===== config.mk =====
export PLATFORM = sky130hd
export DESIGN_NAME = host_bridge_config_space
export DESIGN_NICKNAME = d
export VERILOG_FILES = /design/src/hbcs_pkg.sv /design/src/hbcs_cfg_mem.sv /design/src/hbcs_core.sv /design/src/host_bridge_config_space.sv
export SDC_FILE = /design/constraint.sdc
export NUM_CORES = 2
export LEC_CHECK = 0
export BUFFER_PORTS_ARGS = -buffer_cell sky130_fd_sc_hd__buf_2
export CAP_MARGIN = 40
export CELL_PAD_IN_SITES_DETAIL_PLACEMENT = 0
export CELL_PAD_IN_SITES_GLOBAL_PLACEMENT = 1
export CORE_UTILIZATION = 45
export CTS_CLUSTER_SIZE = 25
export DETAILED_ROUTE_END_ITERATION = 7
export PLACE_DENSITY_LB_ADDON = 0.1
export SETUP_SLACK_MARGIN = 0.2
export SLEW_MARGIN = 5
export SYNTH_ARGS = -nofsm -noshare
export SYNTH_HDL_FRONTEND = slang
export SYNTH_SLANG_ARGS = --single-unit

===== constraint.sdc =====
create_clock -name i_clk -period 11.6 [get_ports i_clk]
set_clock_uncertainty 0.05 [all_clocks]
set_input_delay 1.16 -clock i_clk [delete_from_list [all_inputs] [get_ports i_clk]]
set_output_delay 1.16 -clock i_clk [all_outputs]
set_load 0.1 [all_outputs]

===== src/hbcs_pkg.sv =====
// Shared types, register offsets and reset tables for the host bridge configuration space.
// Used by hbcs_cfg_mem, hbcs_core and host_bridge_config_space; depends on nothing else.
`timescale 1ns / 1ps
`default_nettype none

package hbcs_pkg;

    // Operation carried by an input beat.
    typedef enum logic [1:0] {
        MODE_WRITE  = 2'd0,
        MODE_READ   = 2'd1,
        MODE_SMIACT = 2'd2,
        MODE_QUERY  = 2'd3
    } t_mode;

    localparam int CFG_DEPTH = 256;
    localparam int SEGMENTS  = 16;
    localparam int BAR_BYTES = 24;
    localparam int ROW_BYTES = 5;
    localparam int ROW_BITS  = 8 * ROW_BYTES;

    // Register offsets.
    localparam logic [7:0] ADDR_ID_LAST  = 8'h0B;
    localparam logic [7:0] ADDR_BAR_LO   = 8'h10;
    localparam logic [7:0] ADDR_BAR_HI   = 8'h27;
    localparam logic [7:0] ADDR_HOLE     = 8'h57;
    localparam logic [7:0] ADDR_PAM0     = 8'h59;
    localparam logic [7:0] ADDR_PAM_LO   = 8'h5A;
    localparam logic [7:0] ADDR_PAM_HI   = 8'h5F;
    localparam logic [7:0] ADDR_ROW_LO   = 8'h60;
    localparam logic [7:0] ADDR_ROW_HI   = 8'h64;
    localparam logic [7:0] ADDR_SMRAM    = 8'h72;

    // Value every BAR takes when a write access ends inside the BAR window.
    localparam logic [31:0] BAR_FORCE    = 32'hFFFF_FFFD;

    // SMRAM control bits of register 0x72.
    localparam int SMRAM_OPEN_BIT  = 6;
    localparam int SMRAM_CLOSE_BIT = 5;
    localparam int SMRAM_LOCK_BIT  = 4;
    localparam int SMRAM_ENA_BIT   = 3;

    localparam logic [7:0]          SMRAM_RESET = 8'h02;
    localparam logic [7:0]          ROW_RESET   = 8'h02;
    localparam logic [ROW_BITS-1:0] ROWS_RESET  = 40'h02_0202_0202;

    // Hole code that the hardware treats as no hole.
    localparam logic [1:0] HOLE_NONE     = 2'd0;
    localparam logic [1:0] HOLE_RESERVED = 2'd3;

    // One write beat towards the byte store.
    typedef struct packed {
        logic       we;
        logic [7:0] addr;
        logic [7:0] data;
    } t_mem_wr;

    // Fixed identification bytes at offsets 0x00 to 0x0B.
    function automatic logic [7:0] id_byte(input logic [3:0] idx);
        logic [7:0] v;
        case (idx)
            4'h0:    v = 8'h86;
            4'h1:    v = 8'h80;
            4'h2:    v = 8'h22;
            4'h3:    v = 8'h01;
            4'h4:    v = 8'h06;
            4'h7:    v = 8'h02;
            4'hB:    v = 8'h06;
            default: v = 8'h00;
        endcase
        return v;
    endfunction

    // Power-on contents of the bytes held in the store.
    function automatic logic [7:0] mem_default(input logic [7:0] addr);
        logic [7:0] v;
        case (addr)
            8'h52:   v = 8'h02;
            8'h53:   v = 8'h14;
            8'h56:   v = 8'h52;
            8'h57:   v = 8'h01;
            8'h59:   v = 8'h0F;
            8'h69:   v = 8'h03;
            8'h70:   v = 8'h20;
            8'h74:   v = 8'h0E;
            8'h78:   v = 8'h23;
            default: v = 8'h00;
        endcase
        return v;
    endfunction

endpackage

`default_nettype wire


===== src/hbcs_cfg_mem.sv =====
// 256 x 8 byte store for the plain configuration registers, with one valid bit per byte.
// Uses hbcs_pkg for the write beat type and the power-on contents.
`timescale 1ns / 1ps
`default_nettype none

module hbcs_cfg_mem (
    input  wire logic             i_clk,
    input  wire logic             i_rst_n,
    input  wire hbcs_pkg::t_mem_wr i_wr,
    input  wire logic             i_rd_en,
    input  wire logic [7:0]       i_rd_addr,
    output logic [7:0]            o_rd_data
);

    logic [7:0]                     r_mem [hbcs_pkg::CFG_DEPTH];
    logic [hbcs_pkg::CFG_DEPTH-1:0] r_valid;
    logic [7:0]                     r_rd_data;

    // Storage array.
    always_ff @(posedge i_clk) begin
        if (i_wr.we) begin
            r_mem[i_wr.addr] <= i_wr.data;
        end
    end

    // Registered read. A write landing on the same byte in the same cycle is passed
    // straight through, and a byte never written reads as its power-on value.
    always_ff @(posedge i_clk) begin
        if (i_rd_en) begin
            if (i_wr.we && (i_wr.addr == i_rd_addr)) begin
                r_rd_data <= i_wr.data;
            end else if (r_valid[i_rd_addr]) begin
                r_rd_data <= r_mem[i_rd_addr];
            end else begin
                r_rd_data <= hbcs_pkg::mem_default(i_rd_addr);
            end
        end
    end

    // Written flags, cleared at reset.
    always_ff @(posedge i_clk) begin
        if (!i_rst_n) begin
            r_valid <= '0;
        end else if (i_wr.we) begin
            r_valid[i_wr.addr] <= 1'b1;
        end
    end

    assign o_rd_data = r_rd_data;

endmodule

`default_nettype wire


===== src/hbcs_core.sv =====
// Execute stage of the configuration space: special registers, routing maps, SMRAM
// control and the result register. Uses hbcs_pkg; drives the byte store in hbcs_cfg_mem.
`timescale 1ns / 1ps
`default_nettype none

module hbcs_core (
    input  wire logic                          i_clk,
    input  wire logic                          i_rst_n,
    input  wire logic [hbcs_pkg::ROW_BITS-1:0] i_row_bounds,
    // Input channel
    input  wire logic                          i_in_valid,
    output logic                               o_in_stall,
    input  wire logic [1:0]                    i_mode,
    input  wire logic [7:0]                    i_reg_addr,
    input  wire logic [7:0]                    i_write_data,
    input  wire logic                          i_access_done,
    input  wire logic                          i_smiact_in,
    input  wire logic [3:0]                    i_segment,
    input  wire logic                          i_is_write,
    // Byte store
    output hbcs_pkg::t_mem_wr                  o_mem_wr,
    output logic                               o_mem_rd_en,
    input  wire logic [7:0]                    i_mem_rd_data,
    // Output channel
    output logic                               o_out_valid,
    input  wire logic                          i_out_stall,
    output logic [7:0]                         o_read_data,
    output logic                               o_routes_to_dram,
    output logic                               o_smram_open,
    output logic                               o_smram_data_ok,
    output logic                               o_smram_lock_out,
    output logic [1:0]                         o_memory_hole
);

    // Input stage
    logic                   r_s_valid;
    hbcs_pkg::t_mode        r_s_mode;
    logic [7:0]             r_s_addr;
    logic [7:0]             r_s_wdata;
    logic                   r_s_done;
    logic                   r_s_smi;
    logic [3:0]             r_s_seg;
    logic                   r_s_isw;

    // Architectural state outside the byte store
    logic [7:0]             r_bar [hbcs_pkg::BAR_BYTES];
    logic [7:0]             r_row [hbcs_pkg::ROW_BYTES];
    logic [7:0]             r_smram_byte;
    logic [hbcs_pkg::SEGMENTS-1:0] r_read_map;
    logic [hbcs_pkg::SEGMENTS-1:0] r_write_map;
    logic                   r_lock;
    logic                   r_open;
    logic                   r_data_ok;
    logic                   r_smiact;
    logic [1:0]             r_hole;

    // Result register
    logic                   r_o_valid;
    logic [7:0]             r_o_read_data;
    logic                   r_o_route;
    logic                   r_o_open;
    logic                   r_o_data_ok;
    logic                   r_o_lock;
    logic [1:0]             r_o_hole;

    // Next values
    logic [7:0]             n_bar [hbcs_pkg::BAR_BYTES];
    logic [7:0]             n_row [hbcs_pkg::ROW_BYTES];
    logic [7:0]             n_smram_byte;
    logic [hbcs_pkg::SEGMENTS-1:0] n_read_map;
    logic [hbcs_pkg::SEGMENTS-1:0] n_write_map;
    logic                   n_lock;
    logic                   n_open;
    logic                   n_data_ok;
    logic                   n_smiact;
    logic [1:0]             n_hole;
    logic [7:0]             n_read_data;
    logic                   n_route;

    logic                   advance;
    logic                   accept;
    logic                   is_wr;
    logic                   in_id;
    logic                   in_bar;
    logic                   in_row;
    logic                   in_smram;
    logic                   special;
    logic [7:0]             bar_off;
    logic [4:0]             bar_idx;
    logic [7:0]             row_off;
    logic [2:0]             row_idx;
    logic [7:0]             pam_off;
    logic [2:0]             pam_idx;
    logic                   pam0_hit;
    logic                   pam_hit;
    logic                   sm_upd;
    logic [7:0]             sm_c;
    logic                   sm_lock;
    logic [7:0]             sm_c2;
    logic [1:0]             setting;
    logic [1:0]             hole_code;

    // Handshake: the stage moves on whenever the result register is free or draining.
    assign advance    = r_s_valid && (!r_o_valid || !i_out_stall);
    assign o_in_stall = r_s_valid && !advance;
    assign accept     = i_in_valid && !o_in_stall;

    // Address decode of the staged beat.
    assign is_wr    = (r_s_mode == hbcs_pkg::MODE_WRITE);
    assign in_id    = (r_s_addr <= hbcs_pkg::ADDR_ID_LAST);
    assign in_bar   = (r_s_addr inside {[hbcs_pkg::ADDR_BAR_LO : hbcs_pkg::ADDR_BAR_HI]});
    assign in_row   = (r_s_addr inside {[hbcs_pkg::ADDR_ROW_LO : hbcs_pkg::ADDR_ROW_HI]});
    assign in_smram = (r_s_addr == hbcs_pkg::ADDR_SMRAM);
    assign special  = in_id || in_bar || in_row || in_smram;
    assign bar_off  = r_s_addr - hbcs_pkg::ADDR_BAR_LO;
    assign bar_idx  = bar_off[4:0];
    assign row_off  = r_s_addr - hbcs_pkg::ADDR_ROW_LO;
    assign row_idx  = row_off[2:0];
    assign pam_off  = r_s_addr - hbcs_pkg::ADDR_PAM_LO;
    assign pam_idx  = pam_off[2:0];
    assign pam0_hit = is_wr && (r_s_addr == hbcs_pkg::ADDR_PAM0);
    assign pam_hit  = is_wr &&
                      (r_s_addr inside {[hbcs_pkg::ADDR_PAM_LO : hbcs_pkg::ADDR_PAM_HI]});

    // BAR bytes: forced as a whole when a write access ends inside the window.
    always_comb begin
        for (int i = 0; i < hbcs_pkg::BAR_BYTES; i++) begin
            if (is_wr && in_bar && r_s_done) begin
                n_bar[i] = hbcs_pkg::BAR_FORCE[8*(i%4) +: 8];
            end else if (is_wr && in_bar && (bar_idx == 5'(i))) begin
                n_bar[i] = r_s_wdata;
            end else begin
                n_bar[i] = r_bar[i];
            end
        end
    end

    // DRAM row bytes: any write to the group reloads all of them from the detected bounds.
    always_comb begin
        for (int i = 0; i < hbcs_pkg::ROW_BYTES; i++) begin
            n_row[i] = (is_wr && in_row) ? i_row_bounds[8*i +: 8] : r_row[i];
        end
    end

    // SMRAM control, updated on a write to its register or on an SMIACT beat.
    always_comb begin
        sm_upd       = (is_wr && in_smram) || (r_s_mode == hbcs_pkg::MODE_SMIACT);
        n_smiact     = (r_s_mode == hbcs_pkg::MODE_SMIACT) ? r_s_smi : r_smiact;
        sm_c         = is_wr ? r_s_wdata : r_smram_byte;
        sm_lock      = sm_c[hbcs_pkg::SMRAM_LOCK_BIT] || r_lock;
        sm_c2        = sm_c;
        if (sm_lock) begin
            sm_c2[hbcs_pkg::SMRAM_OPEN_BIT] = 1'b0;
        end
        n_smram_byte = r_smram_byte;
        n_lock       = r_lock;
        n_open       = r_open;
        n_data_ok    = r_data_ok;
        if (sm_upd) begin
            n_smram_byte = sm_c2;
            n_lock       = sm_lock;
            if (sm_c2[hbcs_pkg::SMRAM_OPEN_BIT]) begin
                n_open = sm_c2[hbcs_pkg::SMRAM_ENA_BIT];
            end else begin
                n_open = n_smiact && sm_c2[hbcs_pkg::SMRAM_ENA_BIT];
            end
            n_data_ok = !sm_c2[hbcs_pkg::SMRAM_CLOSE_BIT];
        end
    end

    // Memory hole select; the reserved code means no hole.
    always_comb begin
        hole_code = r_s_wdata[7:6];
        n_hole    = r_hole;
        if (is_wr && (r_s_addr == hbcs_pkg::ADDR_HOLE)) begin
            n_hole = (hole_code == hbcs_pkg::HOLE_RESERVED) ? hbcs_pkg::HOLE_NONE : hole_code;
        end
    end

    // Shadow segment routing. PAM0 covers the top four segments with one setting;
    // each later PAM byte covers two segments, one per nibble.
    always_comb begin
        n_read_map  = r_read_map;
        n_write_map = r_write_map;
        for (int i = 0; i < hbcs_pkg::SEGMENTS; i++) begin
            setting = i[0] ? r_s_wdata[5:4] : r_s_wdata[1:0];
            if (pam0_hit && (i >= hbcs_pkg::SEGMENTS - 4)) begin
                n_read_map[i]  = r_s_wdata[4];
                n_write_map[i] = r_s_wdata[5];
            end else if (pam_hit && (pam_idx == 3'(i / 2))) begin
                n_read_map[i]  = setting[0];
                n_write_map[i] = setting[1];
            end
        end
    end

    // Result byte, taken after this beat's own update.
    always_comb begin
        if (in_id) begin
            n_read_data = hbcs_pkg::id_byte(r_s_addr[3:0]);
        end else if (in_bar) begin
            n_read_data = n_bar[bar_idx];
        end else if (in_row) begin
            n_read_data = n_row[row_idx];
        end else if (in_smram) begin
            n_read_data = n_smram_byte;
        end else if (is_wr) begin
            n_read_data = r_s_wdata;
        end else begin
            n_read_data = i_mem_rd_data;
        end
        n_route = 1'b0;
        if (r_s_mode == hbcs_pkg::MODE_QUERY) begin
            n_route = r_s_isw ? r_write_map[r_s_seg] : r_read_map[r_s_seg];
        end
    end

    // Plain bytes go to the store as the beat leaves the stage.
    assign o_mem_wr    = {advance && is_wr && !special, r_s_addr, r_s_wdata};
    assign o_mem_rd_en = accept;

    // Control and architectural state.
    always_ff @(posedge i_clk) begin
        if (!i_rst_n) begin
            r_s_valid    <= 1'b0;
            r_o_valid    <= 1'b0;
            for (int i = 0; i < hbcs_pkg::BAR_BYTES; i++) begin
                r_bar[i] <= 8'h00;
            end
            for (int i = 0; i < hbcs_pkg::ROW_BYTES; i++) begin
                r_row[i] <= hbcs_pkg::ROW_RESET;
            end
            r_smram_byte <= hbcs_pkg::SMRAM_RESET;
            r_read_map   <= '0;
            r_write_map  <= '0;
            r_lock       <= 1'b0;
            r_open       <= 1'b0;
            r_data_ok    <= 1'b1;
            r_smiact     <= 1'b0;
            r_hole       <= hbcs_pkg::HOLE_NONE;
        end else begin
            if (accept) begin
                r_s_valid <= 1'b1;
            end else if (advance) begin
                r_s_valid <= 1'b0;
            end
            if (advance) begin
                r_o_valid <= 1'b1;
            end else if (!i_out_stall) begin
                r_o_valid <= 1'b0;
            end
            if (advance) begin
                r_bar        <= n_bar;
                r_row        <= n_row;
                r_smram_byte <= n_smram_byte;
                r_read_map   <= n_read_map;
                r_write_map  <= n_write_map;
                r_lock       <= n_lock;
                r_open       <= n_open;
                r_data_ok    <= n_data_ok;
                r_smiact     <= n_smiact;
                r_hole       <= n_hole;
            end
        end
    end

    // Stage and result payload.
    always_ff @(posedge i_clk) begin
        if (accept) begin
            r_s_mode  <= hbcs_pkg::t_mode'(i_mode);
            r_s_addr  <= i_reg_addr;
            r_s_wdata <= i_write_data;
            r_s_done  <= i_access_done;
            r_s_smi   <= i_smiact_in;
            r_s_seg   <= i_segment;
            r_s_isw   <= i_is_write;
        end
        if (advance) begin
            r_o_read_data <= n_read_data;
            r_o_route     <= n_route;
            r_o_open      <= n_open;
            r_o_data_ok   <= n_data_ok;
            r_o_lock      <= n_lock;
            r_o_hole      <= n_hole;
        end
    end

    assign o_out_valid      = r_o_valid;
    assign o_read_data      = r_o_read_data;
    assign o_routes_to_dram = r_o_route;
    assign o_smram_open     = r_o_open;
    assign o_smram_data_ok  = r_o_data_ok;
    assign o_smram_lock_out = r_o_lock;
    assign o_memory_hole    = r_o_hole;

    // Once set, the SMRAM lock holds until reset.
    a_lock_sticky: assert property (@(posedge i_clk) disable iff (!i_rst_n)
        r_lock |=> r_lock)
        else $error("SMRAM lock cleared without reset");

    // While locked the open bit of the control byte can never be set.
    a_lock_closes: assert property (@(posedge i_clk) disable iff (!i_rst_n)
        r_lock |-> !r_smram_byte[hbcs_pkg::SMRAM_OPEN_BIT])
        else $error("SMRAM open bit set while locked");

    // The reserved hole code is never stored.
    a_hole_code: assert property (@(posedge i_clk) disable iff (!i_rst_n)
        r_hole != hbcs_pkg::HOLE_RESERVED)
        else $error("reserved memory hole code stored");

    // A stalled stage keeps its beat.
    a_stage_hold: assert property (@(posedge i_clk) disable iff (!i_rst_n)
        (r_s_valid && !advance) |=> (r_s_valid && $stable(r_s_addr) && $stable(r_s_mode)))
        else $error("staged beat lost while stalled");

endmodule

`default_nettype wire


===== src/host_bridge_config_space.sv =====
// Top level of the host bridge configuration space: row bounds register and wiring.
// Depends on hbcs_pkg, hbcs_cfg_mem and hbcs_core.
//
//  Channel  | Handshake            | Carries
//  ---------+----------------------+-------------------------------------------------
//  in       | i_in_valid/o_in_stall | mode, reg_addr, write_data, access_done, smiact,
//           |                      | segment, is_write
//  out      | o_out_valid/i_out_stall | read_data, route, SMRAM status, memory hole
//  cfg      | i_cfg_valid/o_cfg_ready | 40-bit detected DRAM row bounds
//
// One beat is accepted per cycle while o_in_stall is low. The accepting edge loads the input
// stage, and the result register is loaded from the stage when it advances, so a result is
// offered once its beat has left the stage. The byte store read issued at acceptance is ready
// while the beat sits in the stage. Reset is synchronous and needs no clearing pass: each
// store byte has a written flag. A stalled output holds the stage and stalls the input.
`timescale 1ns / 1ps
`default_nettype none

module host_bridge_config_space (
    input  wire logic                          i_clk,
    input  wire logic                          i_rst_n,
    // Configuration
    input  wire logic                          i_cfg_valid,
    output logic                               o_cfg_ready,
    input  wire logic [hbcs_pkg::ROW_BITS-1:0] i_cfg_data,
    // Input channel
    input  wire logic                          i_in_valid,
    output logic                               o_in_stall,
    input  wire logic [1:0]                    i_mode,
    input  wire logic [7:0]                    i_reg_addr,
    input  wire logic [7:0]                    i_write_data,
    input  wire logic                          i_access_done,
    input  wire logic                          i_smiact_in,
    input  wire logic [3:0]                    i_segment,
    input  wire logic                          i_is_write,
    // Output channel
    output logic                               o_out_valid,
    input  wire logic                          i_out_stall,
    output logic [7:0]                         o_read_data,
    output logic                               o_routes_to_dram,
    output logic                               o_smram_open,
    output logic                               o_smram_data_ok,
    output logic                               o_smram_lock_out,
    output logic [1:0]                         o_memory_hole
);

    logic [hbcs_pkg::ROW_BITS-1:0] r_row_bounds;
    hbcs_pkg::t_mem_wr             mem_wr;
    logic                          mem_rd_en;
    logic [7:0]                    mem_rd_data;

    // Detected row bounds, written by a configuration beat.
    assign o_cfg_ready = 1'b1;

    always_ff @(posedge i_clk) begin
        if (!i_rst_n) begin
            r_row_bounds <= hbcs_pkg::ROWS_RESET;
        end else if (i_cfg_valid && o_cfg_ready) begin
            r_row_bounds <= i_cfg_data;
        end
    end

    // Plain configuration bytes.
    hbcs_cfg_mem u_mem (
        .i_clk     (i_clk),
        .i_rst_n   (i_rst_n),
        .i_wr      (mem_wr),
        .i_rd_en   (mem_rd_en),
        .i_rd_addr (i_reg_addr),
        .o_rd_data (mem_rd_data)
    );

    // Execute stage and result register.
    hbcs_core u_core (
        .i_clk            (i_clk),
        .i_rst_n          (i_rst_n),
        .i_row_bounds     (r_row_bounds),
        .i_in_valid       (i_in_valid),
        .o_in_stall       (o_in_stall),
        .i_mode           (i_mode),
        .i_reg_addr       (i_reg_addr),
        .i_write_data     (i_write_data),
        .i_access_done    (i_access_done),
        .i_smiact_in      (i_smiact_in),
        .i_segment        (i_segment),
        .i_is_write       (i_is_write),
        .o_mem_wr         (mem_wr),
        .o_mem_rd_en      (mem_rd_en),
        .i_mem_rd_data    (mem_rd_data),
        .o_out_valid      (o_out_valid),
        .i_out_stall      (i_out_stall),
        .o_read_data      (o_read_data),
        .o_routes_to_dram (o_routes_to_dram),
        .o_smram_open     (o_smram_open),
        .o_smram_data_ok  (o_smram_data_ok),
        .o_smram_lock_out (o_smram_lock_out),
        .o_memory_hole    (o_memory_hole)
    );

endmodule

`default_nettype wire

=== Word-level counts from Yosys, hierarchy flattened ===
Memory sizes are Yosys's and may differ from the RTL's.
Index checks and enable logic that the tools add are counted.

* Output and inout bits: 17
* Bits in writable memories: 2048
* Flip-flop bits (word level): 623
* Memories: 1
* Logic and storage cells: 329
* Bits of input ports: 70

{| class="wikitable"
|+ Memories
! name !! depth !! bits a word !! rd ports !! clocked after Yosys merged registers in !! wr ports !! line !! text
|-
| u_mem.r_mem || 256 || 8 || 1 || 0 || 1 || hbcs_cfg_mem.sv:15 || <nowiki>logic [7:0] r_mem [hbcs_pkg::CFG_DEPTH];</nowiki>
|}

* Equality and inequality tests: 53
* Bitwise logic cells: 3
* Add/sub/neg operators: 3
* Mux-type cells: 109
* Magnitude comparators: 13
* Reductions and logical operators: 78

{| class="wikitable"
|+ Operators with widths
! kind !! number
|-
| 8-bit 2-to-1 mux || 66
|-
| 256-bit bitwise OR || 1
|-
| 8-bit by 7-bit == test with 1-bit output (second input constant) || 12
|-
| 7-bit one-hot mux with 9 select lines || 1
|-
| 1-bit logical AND || 50
|-
| 8-bit one-hot mux with 6 select lines || 1
|-
| 8-bit binary-select mux with 5-bit select || 1
|-
| 5-bit by 4-bit == test with 1-bit output (second input constant) || 8
|-
| 5-bit == test (second input constant) || 8
|-
| 1-bit 2-to-1 mux || 33
|-
| 8-bit binary-select mux with 3-bit select || 1
|-
| 5-bit by 3-bit == test with 1-bit output (second input constant) || 4
|-
| 8-bit by 9-bit < comparator with 1-bit output (second input constant) || 2
|-
| 8-bit by 7-bit >= comparator with 1-bit output (second input constant) || 2
|-
| 8-bit by 7-bit <= comparator with 1-bit output (second input constant) || 2
|-
| 2-bit AND reduction || 8
|-
| 3-bit == test (second input constant) || 4
|-
| 5-bit by 2-bit == test with 1-bit output (second input constant) || 2
|-
| 1-bit binary-select mux with 4-bit select || 2
|-
| 1-bit binary-select mux with 8-bit select || 1
|-
| 1-bit demux with 8-bit select || 1
|-
| 4-bit by 2-bit == test with 1-bit output (second input constant) || 2
|-
| 4-bit by 3-bit == test with 1-bit output (second input constant) || 2
|-
| 8-bit == test || 1
|-
| other kinds (28) || 44
|}

=== Logic depth before layout (Yosys ltp) ===
* Word-level depth: 11
* Depth in mapped cells: 17
* Depth with buffers taken out: 9

=== Cells and area by module ===
From an unflattened synthesis, not the netlist that was laid out.

* Cells, all modules: 6377
* Area, all modules: 108258.8 sq um

{| class="wikitable"
|+ By module, submodules not included
! module !! cells each !! area an instance (sq um) !! instances !! seq. area each (sq um)
|-
| hbcs_cfg_mem || 4563 || 90184.0 || 1 || 66864.1
|-
| hbcs_core || 1683 || 16518.3 || 1 || 6776.5
|-
| host_bridge_config_space || 131 || 1556.5 || 1 || 800.8
|}

=== Worst setup path before layout ===
OpenSTA, ideal clock, no wires.

* Path type: register -> register
* From: register u_core.r_s_wdata[7]
* To: register u_core.r_o_read_data[7] (netlist: u_core.o_read_data[7]) (data pin)
* Stages on the path, launching flop included: 9
* Path buffers: 1
* Setup slack: 6.136 ns
* Data required time: 11.355 ns
* Arrival time: 5.219 ns
* Clock period less this slack: 5.464 ns
* Setup time: 0.195 ns
* Path through: edfxtp_1 > clkbuf_1 > clkinv_1 > nor4_1 > a2111oi_0 > or4_1 > a21oi_1 > a221oi_1 > o311ai_0

* Word-level cells in the longest chain between the ends: 7
* Elaborated cells on any way between the ends: 58
* Classes of those cells: mux (58)

{| class="wikitable"
|+ Ends and longest elaborated chain
! what !! line !! text
|-
| from (decl) || hbcs_core.sv:39 || <nowiki>logic [7:0] r_s_wdata;</nowiki>
|-
| from (signal assigned) || hbcs_core.sv:272 || <nowiki>r_s_wdata <= i_write_data;</nowiki>
|-
| 8-bit 2-to-1 mux || hbcs_core.sv:130 || <nowiki>end else if (is_wr && in_bar && (bar_idx == 5'(i))) begin</nowiki>
|-
| 8-bit 2-to-1 mux || hbcs_core.sv:128 || <nowiki>if (is_wr && in_bar && r_s_done) begin</nowiki>
|-
| 8-bit binary-select mux with 5-bit select || hbcs_core.sv:202 || <nowiki>n_read_data = n_bar[bar_idx];</nowiki>
|-
| 8-bit 2-to-1 mux (not written as such) (2 in a row) || hbcs_core.sv:202 ||
|-
| 8-bit 2-to-1 mux * || hbcs_core.sv:201 || <nowiki>end else if (in_bar) begin</nowiki>
|-
| 8-bit 2-to-1 mux * || hbcs_core.sv:199 || <nowiki>if (in_id) begin</nowiki>
|-
| net u_core.n_read_data[7] || hbcs_core.sv:77 || <nowiki>logic [7:0] n_read_data;</nowiki>
|-
| to (signal assigned) || hbcs_core.sv:279 || <nowiki>r_o_read_data <= n_read_data;</nowiki>
|-
| to (decl) || hbcs_core.sv:59 || <nowiki>logic [7:0] r_o_read_data;</nowiki>
|}

The timed path passes the listed nets; every way through them passes the cells marked *. The select of a mux whose other input is x is not followed.
A chain may end at the register's enable or synchronous reset.

=== Worst setup path after layout ===
* From: register u_core.r_s_addr[3]
* To: register u_core.r_o_read_data[5] (netlist: u_core.o_read_data[5]) (data pin)

* Word-level cells in the longest chain between the ends: 11
* Elaborated cells on any way between the ends: 136
* Classes of those cells: add/sub (1); order compare (5); eq/ne (30); mux (65); bitwise (1); reduce/logical (34)

{| class="wikitable"
|+ Ends and longest elaborated chain
! what !! line !! text
|-
| from (decl) || hbcs_core.sv:38 || <nowiki>logic [7:0] r_s_addr;</nowiki>
|-
| from (signal assigned) || hbcs_core.sv:271 || <nowiki>r_s_addr <= i_reg_addr;</nowiki>
|-
| parallel branches: the longest is 10 deep, another holds 5-bit subtractor || -- ||
|-
| 8-bit 2-to-1 mux * || hbcs_core.sv:199 ||
|-
| net u_core.n_read_data[5] || hbcs_core.sv:77 ||
|}

Mark *: on every way through the listed nets, which the timed path passes. The select of a mux whose other input is x is not followed.

==> qor.txt <==
Outcome = finished clean
Flip-flop cell with the highest count after synthesis = sky130_fd_sc_hd__edfxtp_1
Hold-fix buffer count after cts = 0
Static leakage = 41.4 nW
Port-buffer cells = 85
Number of setup violations in the final report = 0
Critical path, cell by cell = buf_4, nor4bb_1, nand3_1, mux2_2, o21ai_0, a311oi_1, a2111oi_0, o221ai_1
Area occupied by multi-input gates = 0.0313 mm²
DR DRC count = 0
Longest Clk Path Bufs = 4
# Max-Cap Violations = 0
Area fraction in compound gates after synthesis = 0.0821
Pin count of the biggest net entering global routing = 197
Global-route wire length before repair = 454,000 µm
Standard cell core area = 0.235 mm²
Adder-Cell Fraction of Synth Area = 0.000235
Total of flip-flops plus latches after synthesis = 2,671
Internal power = 16.2 mW
Total congestion overflow after global routing = 0
Required @ worst endpoint = 12.10 ns
Sequential cell area fraction in the yosys report = 0.698
Final cycle utilization of the critical path = 0.441
Fraction of synthesis flops using an asynchronous set or reset pin = 0
Max Slew Vio Count = 0
Psw = 4.61 mW
Arr. time, crit path = 5.61 ns
Number of I/O pins = 87
Slew at the pin closest to its max-slew limit = 1.14 ns
Seq. cell area = 0.0744 mm²
Yosys cell types = 84
Share of total power consumed by net switching = 0.221
Total routed wirelength = 316,000 µm
Highest fanout seen on the critical path = 42
Power density relative to cell area = 169 mW/mm²
Die H = 489 µm
Minimum period implied by the final worst setup slack = 5.11 ns
DR iter-0 viols = 6,654
Worst VDD drop = 0.118 mV
Category of the critical setup timing path = reg -> reg
Die ar. = 0.239 mm²
Via count normalized by instance count = 6.05
Dominant delay contributor by cell family on the critical path = simple AND/OR/NAND/NOR gates
Slowest Stage Delay on Critical Path = 0.91 ns
Combinational group share of total power = 0.056
Post_cts resized = 0
Average size of a mapped cell = 17.4 µm²
Number of antenna violations at the first check in global routing = 11
XOR/XNOR Fraction of Synth Area = 0.000739
Number of buffers inserted to repair setup after CTS = 0
Via count of the first global-routing pass = 60,985
Clock Tree Root = sky130_fd_sc_hd__clkbuf_16
Final net count = 6,842
Mux share of post-synthesis cell area = 0.156
Clk network pwr share = 0.441
Clock transition at path regs = 0.06 ns
Hold crit path type = in -> reg
Via Count = 61,380
Routed len/inst = 31.2 µm
Slew Limit Headroom = 0.241
Area overhead of the layout relative to synthesis = 15.6%
Num Clock Sinks = 2,671
Number of warnings printed during yosys synthesis = 0
Final GP Congestion = 0.876
Crit-path slowest cell = sky130_fd_sc_hd__nor4bb_1
Most frequent standard cell in the layout excluding fill and tap cells = sky130_fd_sc_hd__edfxtp_1
HPWL after DPL = 197,000 µm
Fraction of final layout cells with drive strength greater than 1 = 0.257
Total design power = 20.8 mW
Fillers = 19,129
Setup slack, reg-to-reg = 6.49 ns
Number of failing hold endpoints at the final stage = 0
Synth Area in Simple Gates = 0.0416
F_max = 0.196 GHz
Combinational family with the most area after synthesis = multiplexers
Total Negative Setup Slacks = 0 ns
RSZ-0062 raised after global routing = false
Number of clock buffers inserted by TritonCTS = 303
Setup crit end kind = flip-flop
Worst Setup Start Kind = flip-flop
Initial DRT Pass Iterations = 5
Leading cell types in the layout, fill and taps excluded = sky130_fd_sc_hd__edfxtp_1, sky130_fd_sc_hd__mux4_2, sky130_fd_sc_hd__dfxtp_1, sky130_fd_sc_hd__conb_1, sky130_fd_sc_hd__buf_4
Starting density of the core = 0.453
Clock network latency to the later pin of the worst-skew pair = 0.94 ns
Count of flip-flops with a built-in enable after synthesis = 2,095
Synthesized cell area = 0.107 mm²
Row cnt = 178
Power share of the sequential group = 0.503
Number of nets still failing antenna checks after routing = 0
All-layer global routing usage = 0.266
Number of buffers and inverters on the critical path = 1
Die Width = 489 µm
TritonCTS clock tree = done
CTS H-tree lvls = 5
Post-synthesis instance total = 6,121
==> cell families (layout without fill, tap and decap cells) <==
| group | count (synthesis) | count (layout) |
|---|---|---|
| fa+ha+maj | 2 | 2 |
| compound gates | 1115 | 1115 |
| flops | 2671 | 2671 |
| mux | 878 | 878 |
| buf+inv | 506 | 1042 |
| other cells | 2 | 339 |
| xor+xnor | 9 | 9 |
| simple gates | 938 | 938 |
==> power by group through the flow <==
stage                     clock, mW  combinational, mW  sequential, mW
after floorplan                   0              0.616            10.7
after global placement            0               1.14            10.7
after detailed placement          0               1.17            10.7
after CTS                      9.34               1.17            10.5
after global routing           9.68               1.22            10.5
final                          9.19               1.17            10.5
==> state kept, by name, summed over array words and instances, names as in the netlist, 4 cells and up <==
| name | count |
|---|---|
| u_core.r_smram_byte | 8 |
| r_row_bounds | 40 |
| u_core.r_row | 40 |
| u_core.r_s_addr | 8 |
| u_core.r_write_map | 16 |
| u_core.r_read_map | 16 |
| u_mem.r_mem | 2048 |
| u_core.r_bar | 192 |
| u_mem.o_rd_data | 8 |
| u_core.r_s_seg | 4 |
| u_core.r_s_wdata | 8 |
| u_mem.r_valid | 256 |
| u_core.o_read_data | 8 |
==> layer usage <==
layer,global-route usage,routed length [µm],share of wire,vias to the layer above
met5,0,23,0.000073,-
met1,0.377,135000,0.43,32593
met4,0.0851,10300,0.033,4
met2,0.420,149000,0.47,2366
met3,0.0434,22100,0.070,546
li1,-,-,-,25871
==> metrics by stage <==
step                utilization  cell area, µm²  setup slack, ns  hold WS, ns  instances
floorplan                     -          108000             6.14        0.374       6456
global placement          0.474          112000             5.62        0.387       9375
detailed placement        0.484          114000             5.59        0.391       9613
CTS                       0.524          123000             6.59        0.290      10140
global route              0.524          123000             6.36        0.312      10143
finish                    0.524          123000             6.49        0.349      10144
==> path summary, 6_finish.rpt <==
kind | from | to | cells after the start
setup / recovery | u_core.r_s_addr[3]$_DFFE_PP_ | u_core.o_read_data[5]$_DFFE_PP_ | 8
hold reg to reg | u_mem.r_valid[37]$_SDFFE_PN0P_ | u_mem.r_valid[37]$_SDFFE_PN0P_ | 1
hold / removal | i_write_data[7] | u_core.r_s_wdata[7]$_DFFE_PP_ | 1
setup reg to reg | u_core.r_s_addr[3]$_DFFE_PP_ | u_core.o_read_data[5]$_DFFE_PP_ | 8
==> cell usage after synthesis, drive strengths merged (10+ instances only) <==
master | number | area, µm²
nand4 | 27 | 169
nand3 | 97 | 485
nor2 | 298 | 1120
o211ai | 36 | 270
nor3 | 21 | 105
mux4 | 621 | 14000
nor2b | 71 | 444
a31oi | 44 | 275
buf | 141 | 911
mux2i | 228 | 2280
edfxtp | 2095 | 62900
and2 | 56 | 350
clkbuf | 335 | 1260
o21ai | 71 | 355
a221oi | 47 | 412
a2111oi | 11 | 103
o221a | 188 | 2120
o31ai | 18 | 135
a22o | 19 | 166
a211oi | 24 | 180
nand2b | 16 | 100
nand2 | 256 | 961
and3 | 12 | 75.1
a311oi | 10 | 87.6
mux2 | 29 | 327
nor4 | 30 | 188
o221ai | 14 | 123
o22ai | 19 | 119
a21oi | 134 | 671
inv | 26 | 97.6
a22oi | 111 | 833
a32oi | 12 | 105
a21boi | 64 | 480
dfxtp | 576 | 11500
o21a | 219 | 1640
==> final cells by class <==
class,count,share of cell area
diodes,2,0.0000406
well taps,3150,0.0320
clock inverters,110,0.00771
clock buffers,417,0.0686
flip-flops and latches,2671,0.604
repair buffers,485,0.0328
multi-input cells,3279,0.254
inverters,30,0.000954
Power figures use the tool's default switching activity.
